File: src/rtl/rhgd_pkg.sv
// ----------------------------------------------------------------------------
// rhgd_pkg: shared definitions for the raise-hand gesture detector
// Register indexes, reset values, field widths and result codes.
// ----------------------------------------------------------------------------
package rhgd_pkg;

	// default width of one accelerometer axis
	localparam int ACCEL_WIDTH_DEF = 16;

	// motion sum and counter widths
	localparam int SUM_W  = 17;
	localparam int CNT_W  = 9;
	localparam logic [CNT_W-1:0] CNT_MAX = '1;

	// configuration port
	localparam int CFG_ADDR_W = 3;
	localparam int CFG_DATA_W = 16;

	localparam logic [CFG_ADDR_W-1:0] REG_MOTION_THR  = 3'd0;
	localparam logic [CFG_ADDR_W-1:0] REG_STILL_THR   = 3'd1;
	localparam logic [CFG_ADDR_W-1:0] REG_RUN_WINDOW  = 3'd2;
	localparam logic [CFG_ADDR_W-1:0] REG_SETTLE      = 3'd3;
	localparam logic [CFG_ADDR_W-1:0] REG_UP_X_LIMIT  = 3'd4;
	localparam logic [CFG_ADDR_W-1:0] REG_UP_Y_LIMIT  = 3'd5;
	localparam logic [CFG_ADDR_W-1:0] REG_DOWN_Y_LIM  = 3'd6;
	localparam logic [CFG_ADDR_W-1:0] REG_DOWN_X_FLR  = 3'd7;

	localparam logic [15:0] MOTION_THR_RST = 16'd18000;
	localparam logic [15:0] STILL_THR_RST  = 16'd1200;
	localparam logic [7:0]  RUN_WINDOW_RST = 8'd18;
	localparam logic [7:0]  SETTLE_RST     = 8'd3;
	localparam logic [14:0] UP_X_LIMIT_RST = 15'd3000;
	localparam logic [14:0] UP_Y_LIMIT_RST = 15'd10000;
	localparam logic [14:0] DOWN_Y_LIM_RST = 15'd4000;
	localparam logic [14:0] DOWN_X_FLR_RST = 15'd7000;

	// result codes
	typedef enum logic [1:0] {
		GEST_NONE = 2'd0,
		GEST_UP   = 2'd1,
		GEST_DOWN = 2'd2
	} gesture_t;

	localparam int OUT_DATA_W = 8;

endpackage

File: src/rtl/raise_hand_gesture_detector.sv
// ----------------------------------------------------------------------------
// raise_hand_gesture_detector: wrist raise / lower detection from x and y
// Tracks motion runs on a stream of accelerometer samples and reports hand-up
// or hand-down once the wrist settles in a matching pose.
// ----------------------------------------------------------------------------
// One sample goes in per transfer and exactly one gesture code comes out per
// sample, in order. A sample is first held in the input stage, where the
// motion sum, the change against the previous sum, the counter updates and
// the pose tests are worked out, and then waits in the output register until
// it is taken. With the output side ready the block takes one sample every
// cycle and presents each result from the output register; the only loop is
// the detector state (mode, last sum, two counters), which is updated in the
// same cycle that the result register loads. A failed sensor read
// (sample_valid low) yields code 0 and leaves the state alone. Configuration
// writes take effect at once and are meant for when no sample is in flight.
// ----------------------------------------------------------------------------
module raise_hand_gesture_detector #(
	parameter int ACCEL_WIDTH = rhgd_pkg::ACCEL_WIDTH_DEF
) (
	input  logic clk,
	input  logic arst_n,

	// configuration write port
	input  logic                            cfg_we,
	input  logic [rhgd_pkg::CFG_ADDR_W-1:0] cfg_addr,
	input  logic [rhgd_pkg::CFG_DATA_W-1:0] cfg_wdata,

	// sample stream
	input  logic                                 s_tvalid,
	output logic                                 s_tready,
	// [ACCEL_WIDTH-1:0] accel_x, [2*ACCEL_WIDTH-1:ACCEL_WIDTH] accel_y, zero pad
	input  logic [((2*ACCEL_WIDTH+7)/8)*8-1:0]   s_tdata,
	// [0] sample_valid
	input  logic                                 s_tuser,

	// gesture stream
	output logic                                 m_tvalid,
	input  logic                                 m_tready,
	// [1:0] gesture, zero pad
	output logic [rhgd_pkg::OUT_DATA_W-1:0]      m_tdata
);

	import rhgd_pkg::*;

	// wide enough for any magnitude, sum or limit
	localparam int CMP_W = (ACCEL_WIDTH > SUM_W) ? ACCEL_WIDTH : SUM_W;

	// configuration registers
	logic [15:0] motion_thr_q;
	logic [15:0] still_thr_q;
	logic [7:0]  run_window_q;
	logic [7:0]  settle_q;
	logic [14:0] up_x_limit_q;
	logic [14:0] up_y_limit_q;
	logic [14:0] down_y_lim_q;
	logic [14:0] down_x_flr_q;

	always_ff @(posedge clk or negedge arst_n) begin
		if (!arst_n) begin
			motion_thr_q <= MOTION_THR_RST;
			still_thr_q  <= STILL_THR_RST;
			run_window_q <= RUN_WINDOW_RST;
			settle_q     <= SETTLE_RST;
			up_x_limit_q <= UP_X_LIMIT_RST;
			up_y_limit_q <= UP_Y_LIMIT_RST;
			down_y_lim_q <= DOWN_Y_LIM_RST;
			down_x_flr_q <= DOWN_X_FLR_RST;
		end else if (cfg_we) begin
			unique case (cfg_addr)
				REG_MOTION_THR: motion_thr_q <= cfg_wdata;
				REG_STILL_THR:  still_thr_q  <= cfg_wdata;
				REG_RUN_WINDOW: run_window_q <= cfg_wdata[7:0];
				REG_SETTLE:     settle_q     <= cfg_wdata[7:0];
				REG_UP_X_LIMIT: up_x_limit_q <= cfg_wdata[14:0];
				REG_UP_Y_LIMIT: up_y_limit_q <= cfg_wdata[14:0];
				REG_DOWN_Y_LIM: down_y_lim_q <= cfg_wdata[14:0];
				REG_DOWN_X_FLR: down_x_flr_q <= cfg_wdata[14:0];
				default: ;
			endcase
		end
	end

	// ------------------------------------------------------------------
	// Handshake: the input stage advances whenever the output register is
	// empty or being drained; a waiting result blocks intake only once the
	// input stage is full as well.
	// ------------------------------------------------------------------
	logic                          valid_s1;
	logic                          smp_ok_s1;
	logic signed [ACCEL_WIDTH-1:0] x_s1;
	logic signed [ACCEL_WIDTH-1:0] y_s1;
	logic                          out_free;
	logic                          fire_s1;

	assign out_free = !m_tvalid || m_tready;
	assign s_tready = !valid_s1 || out_free;
	assign fire_s1  = valid_s1 && out_free;

	always_ff @(posedge clk or negedge arst_n) begin
		if (!arst_n) begin
			valid_s1 <= 1'b0;
		end else if (s_tready) begin
			valid_s1 <= s_tvalid;
		end
	end

	// payload: capture on every transfer
	always_ff @(posedge clk) begin
		if (s_tvalid && s_tready) begin
			smp_ok_s1 <= s_tuser;
			x_s1      <= s_tdata[ACCEL_WIDTH-1:0];
			y_s1      <= s_tdata[2*ACCEL_WIDTH-1:ACCEL_WIDTH];
		end
	end

	// ------------------------------------------------------------------
	// Detector state
	// ------------------------------------------------------------------
	logic             running_q;
	logic [SUM_W-1:0] last_sum_q;
	logic [CNT_W-1:0] run_cnt_q;
	logic [CNT_W-1:0] still_cnt_q;

	// ------------------------------------------------------------------
	// Single-pass evaluation of the sample held in the input stage
	// ------------------------------------------------------------------
	logic [ACCEL_WIDTH-1:0] ax;
	logic [ACCEL_WIDTH-1:0] ay;
	logic [ACCEL_WIDTH:0]   sum_full;
	logic [SUM_W-1:0]       sum;
	logic [SUM_W-1:0]       diff;
	logic                   big_motion;
	logic                   still;
	logic [CNT_W-1:0]       run_inc;
	logic [CNT_W-1:0]       still_inc;
	logic                   timeout;
	logic                   settled;
	logic                   pose_up;
	logic                   pose_down;

	logic             running_d;
	logic [SUM_W-1:0] last_sum_d;
	logic [CNT_W-1:0] run_cnt_d;
	logic [CNT_W-1:0] still_cnt_d;
	gesture_t         gesture_d;

	always_comb begin
		// magnitudes; the most negative value maps onto the top bit
		ax = x_s1[ACCEL_WIDTH-1] ? ACCEL_WIDTH'(-x_s1) : ACCEL_WIDTH'(x_s1);
		ay = y_s1[ACCEL_WIDTH-1] ? ACCEL_WIDTH'(-y_s1) : ACCEL_WIDTH'(y_s1);
		sum_full = {1'b0, ax} + {1'b0, ay};
		sum      = SUM_W'(sum_full);
		diff     = (sum >= last_sum_q) ? (sum - last_sum_q) : (last_sum_q - sum);

		big_motion = sum > {1'b0, motion_thr_q};
		still      = diff < {1'b0, still_thr_q};

		// saturating counters
		run_inc   = (run_cnt_q   < CNT_MAX) ? run_cnt_q   + 1'b1 : run_cnt_q;
		still_inc = (still_cnt_q < CNT_MAX) ? still_cnt_q + 1'b1 : still_cnt_q;
		timeout   = run_inc   > {1'b0, run_window_q};
		settled   = still_inc > {1'b0, settle_q};

		// pose tests; y must be strictly positive for hand up
		pose_up   = (CMP_W'(ax) < CMP_W'(up_x_limit_q)) && !y_s1[ACCEL_WIDTH-1] &&
			(y_s1 != '0) && (CMP_W'(ACCEL_WIDTH'(y_s1)) < CMP_W'(up_y_limit_q));
		pose_down = (CMP_W'(ay) < CMP_W'(down_y_lim_q)) &&
			(CMP_W'(ax) > CMP_W'(down_x_flr_q));

		// hold by default
		running_d   = running_q;
		last_sum_d  = last_sum_q;
		run_cnt_d   = run_cnt_q;
		still_cnt_d = still_cnt_q;
		gesture_d   = GEST_NONE;

		if (smp_ok_s1) begin
			if (!running_q) begin
				// idle: remember the sum, start a run on big motion
				last_sum_d  = sum;
				running_d   = big_motion;
				run_cnt_d   = '0;
				still_cnt_d = '0;
			end else if (timeout) begin
				// window expired: drop back to idle, keep sum and still count
				run_cnt_d = run_inc;
				running_d = 1'b0;
			end else begin
				last_sum_d = sum;
				run_cnt_d  = run_inc;
				if (big_motion) begin
					// restart the window
					run_cnt_d   = '0;
					still_cnt_d = '0;
				end else if (still) begin
					still_cnt_d = still_inc;
					if (settled) begin
						priority if (pose_up) begin
							gesture_d = GEST_UP;
						end else if (pose_down) begin
							gesture_d = GEST_DOWN;
						end else begin
							running_d = 1'b0;
						end
					end
				end
			end
		end
	end

	always_ff @(posedge clk or negedge arst_n) begin
		if (!arst_n) begin
			running_q   <= 1'b0;
			last_sum_q  <= '0;
			run_cnt_q   <= '0;
			still_cnt_q <= '0;
		end else if (fire_s1) begin
			running_q   <= running_d;
			last_sum_q  <= last_sum_d;
			run_cnt_q   <= run_cnt_d;
			still_cnt_q <= still_cnt_d;
		end
	end

	// ------------------------------------------------------------------
	// Result register
	// ------------------------------------------------------------------
	gesture_t gesture_q;

	always_ff @(posedge clk or negedge arst_n) begin
		if (!arst_n) begin
			m_tvalid <= 1'b0;
		end else if (out_free) begin
			m_tvalid <= valid_s1;
		end
	end

	always_ff @(posedge clk) begin
		if (fire_s1) begin
			gesture_q <= gesture_d;
		end
	end

	assign m_tdata = {{(OUT_DATA_W-2){1'b0}}, gesture_q};

	// ------------------------------------------------------------------
	// Assertions
	// ------------------------------------------------------------------
	// an empty output register must never stall intake
	a_ready_when_empty: assert property (@(posedge clk) disable iff (!arst_n)
		!m_tvalid |-> s_tready)
		else $error("intake stalled with empty output register");

	// a reported gesture leaves the detector running
	a_gesture_running: assert property (@(posedge clk) disable iff (!arst_n)
		(m_tvalid && (gesture_q != GEST_NONE)) |-> running_q)
		else $error("gesture reported while idle");

	// a reported gesture needs the settle count exceeded
	a_gesture_settled: assert property (@(posedge clk) disable iff (!arst_n)
		(m_tvalid && (gesture_q != GEST_NONE)) |-> (still_cnt_q > {1'b0, settle_q}))
		else $error("gesture reported before settling");

endmodule
File: config.mk
export PLATFORM = sky130hd
export DESIGN_NAME = raise_hand_gesture_detector
export DESIGN_NICKNAME = d
export VERILOG_FILES = /design/src/rtl/rhgd_pkg.sv /design/src/rtl/raise_hand_gesture_detector.sv
export SDC_FILE = /design/constraint.sdc
export NUM_CORES = 1
export LEC_CHECK = 0
export BUFFER_PORTS_ARGS = -buffer_cell sky130_fd_sc_hd__buf_2
export CORE_AREA = 2 2 228 230
export CTS_CLUSTER_DIAMETER = 100
export DETAILED_ROUTE_END_ITERATION = 12
export DIE_AREA = 0 0 230 232
export SYNTH_ARGS = -nofsm -noshare
export SYNTH_HDL_FRONTEND = slang
export SYNTH_SLANG_ARGS = --single-unit
File: constraint.sdc
create_clock -name clk -period 9.4 [get_ports clk]
set_input_delay 0.47 -clock clk [delete_from_list [all_inputs] [get_ports clk]]
set_output_delay 0.47 -clock clk [all_outputs]
set_load 0.05 [all_outputs]
==> flow_metrics.tcl <==
set metrics [dict create \
    areaGrowthSynthToFinish_pct 12.5 \
    setup_violations 0 \
    min_path_type "input pin to async pin" \
    first_pass_iters 6 \
    clock.fmax_ghz 0.114 \
    htree_levels 4 \
    synth_ff_type "dfrtp_1" \
    use_met3_pct 1.55 \
    p_switching_mw 1.71 \
    drtAntennaViolNets 0 \
    io_buffers 60 \
    async_flop_share_pct 80.7 \
    dp_slack_ns 0.490 \
    drtIter0Drc 549 \
    final_common_cell "inv_1" \
    power_mw 3.92 \
    numCtsBuffers 17 \
    maxCapViolations 0 \
    arrival_ns 9.13 \
    place_hpwl_um 24500 \
    vias 9538 \
    status "finished, final reports clean" \
    grt_overflow 0 \
    worst_slew_pin_slew_ns 1.08 \
    final_area_mm2 0.0142 \
    final_cell_mix "159 x inv_1, 157 x ha_1, 121 x nand2_1" \
    clockBufferDepth 2 \
    ys.warnings.count 0 \
    syn_area_per_cell_um2 9.69 \
    grt_max_degree 76 \
    layout-drive-gt1-share_pct 16.8 \
    gr-usage-met2_pct 21.4 \
    dieWidth_um 230 \
    critPathKind "register to register" \
    core_mm2 0.0509 \
    synth_edf_count 35 \
    ys_ff_latch 181 \
    fin_tns_setup_ns 0 \
    hold_slack_ns 0.0458 \
    use_met1_pct 15.1 \
    wl_per_cell_um 15.5 \
    slowest_delay_ns 0.63 \
    crit_required_ns 9.75 \
    placed_area_mm2 0.0137 \
    top_usage_layer "met2" \
    yosysUniqueCellTypes 82 \
    drt-total-wl_um 31700 \
    start_kind "register" \
    postCtsHoldBufs 0 \
    num_rows 83 \
    clk_latency_ns 0.44 \
    clkSinkCount 181 \
    ys_seq_area_share_pct 37.6 \
    leakagePower_nw 6.41 \
    syn_inst 1305 \
    antenna_found_initial 0 \
    fin_skew_ns 0.0109 \
    num_antenna_cells 0 \
    power_density_mw_per_mm2 276 \
    grt_pass1_vias 9600 \
    fin_crit_sh_pct 93.4 \
    slew_violations 0 \
    synth_area_mm2 0.0126 \
    cts_tree "built" \
    cts_root_buf "clkbuf_16" \
    p_int_mw 2.22 \
    gr-usage-all-layers_pct 11.9 \
    die_h_um 232 \
    gp_congestion 0.855 \
    layout_min_cycle_time_ns 8.78 \
    endpoint_kind "register" \
    finalWorstSetupSlack_ns 0.618 \
    peakVddDrop_mv 0.150 \
    p_seq_share_pct 27.1 \
    start_util_pct 24.9 \
    grt_first_pass_wirelength_um 50800 \
    slowest_stage "or3_1" \
    nNetsFinal 1571 \
    hold_viol 0 \
    viasPerCell 4.66 \
    nFillCells 5390 \
    drc 0 \
    comb_power_share_pct 55.5 \
    die_area_mm2 0.0534 \
    reg2reg_from "x_s1[0]" \
    p_clk_share_pct 17.5 \
    clk_pin_slew_ns 0.07 \
    swShare_pct 43.5 \
    boundaryPins 67 \
    rsz0062_at_grt "false" \
    crit_fanout 12 \
    crit_path_start "x_s1[0]" \
    slew_headroom_pct 27.3 \
]
synthesized netlist by cell type, types with 8 or more instances:
cell,n,area share [%]
o21ai_0,114,4.5
a21oi_1,62,2.5
nand2b_1,18,0.89
inv_1,159,4.7
dfrtp_1,108,21
o31ai_1,14,0.83
ha_1,157,16
nor2_1,46,1.4
xor2_1,12,0.83
dfstp_2,38,7.9
xnor2_1,51,3.5
nand4_1,20,0.99
nor3_1,12,0.47
a21o_1,42,2.5
mux2_2,58,5.2
edfxtp_1,35,8.3
o21bai_1,10,0.59
nand2_1,121,3.6
a211oi_1,8,0.47
clkbuf_1,25,0.74
nand3_1,20,0.79
o21a_1,18,1.1
buf_2,8,0.32
nor2b_1,10,0.49
worst paths after layout:
path                                     to  slack (ns)  cells after the start
setup / recovery             still_cnt_q[2]        0.62                     33
hold / removal               still_cnt_q[8]        0.05                      1
setup reg to reg             still_cnt_q[2]        0.62                     33
hold reg to reg                    m_tvalid        0.50                      1
max in group asynchronous  down_x_flr_q[10]        7.90                      2
min in group clk                    y_s1[1]        0.20                      1
kinds of logic after synthesis:
kind of cell	share of synthesized area (%)
AND/OR/NAND/NOR	11.6
multiplexers	5.63
buffers and inverters	6.66
XOR/XNOR	4.36
AO/OA/AOI/OAI	18.1
other	0.0297
flip-flops	37.6
adder cells (fa/ha/maj)	16.0
stage by stage:
step / utilization (%) / std cells
floorplan: - / 1310
global placement: 26.9 / 2015
detailed placement: 26.9 / 2015
CTS: 28.0 / 2047
global route: 28.0 / 2047
finish: 28.0 / 2047
critical path: cells and delay by family, from the launching register on:
kind | cells | cell delay (ns)
buf+inv | 1 | 0.14
flops | 1 | 0.44
compound gates | 16 | 3.67
simple gates | 8 | 2.32
xor+xnor | 3 | 0.60
mux | 1 | 0.36
fa+ha+maj | 4 | 1.15
layer usage:
layer	vias to the layer above	wire, um
li1	4688	-
met1	4633	14400
met2	177	16000
met3	40	787
met4	0	468
met5	-	0
registers in the layout, indices dropped and copies added, names as in the netlist, 2 cells and up:
signal        count
still_thr_q      16
down_x_flr_q     15
down_y_lim_q     15
run_window_q      8
still_cnt_q       9
settle_q          8
gesture_q         2
run_cnt_q         9
last_sum_q       17
up_y_limit_q     15
motion_thr_q     16
y_s1             16
x_s1             16
up_x_limit_q     15
what timing repair did:
| action | 4_1_cts | 5_1_grt |
|---|---|---|
| resized for setup | 0 | 2 |
| setup endpoints to repair | 0 | 7 |
| setup buffers | 0 | 0 |
| hold endpoints to repair | 0 | 0 |
cell type report:
cell class / count / area (um^2) / area share, %
clock buffer: 18 / 429 / 3.02
clock inverter: 14 / 115 / 0.809
inverter: 159 / 597 / 4.19
multi-input combinational: 925 / 7110 / 49.9
sequential: 181 / 4750 / 33.4
tap: 680 / 851 / 5.98
timing repair buffer: 70 / 382 / 2.68
power by group through the flow:
stage / clock network [mW] / registers [mW] / logic [mW]
6_report: 0.686 / 1.06 / 2.18
5_1_grt: 0.737 / 1.08 / 2.46
4_1_cts: 0.705 / 1.06 / 2.16
3_5_place_dp: 0 / 1.08 / 2.14
3_3_place_gp: 0 / 1.07 / 2.12
2_1_floorplan: 0 / 1.05 / 1.66
No activity file was read; power rests on OpenSTA's default activity.
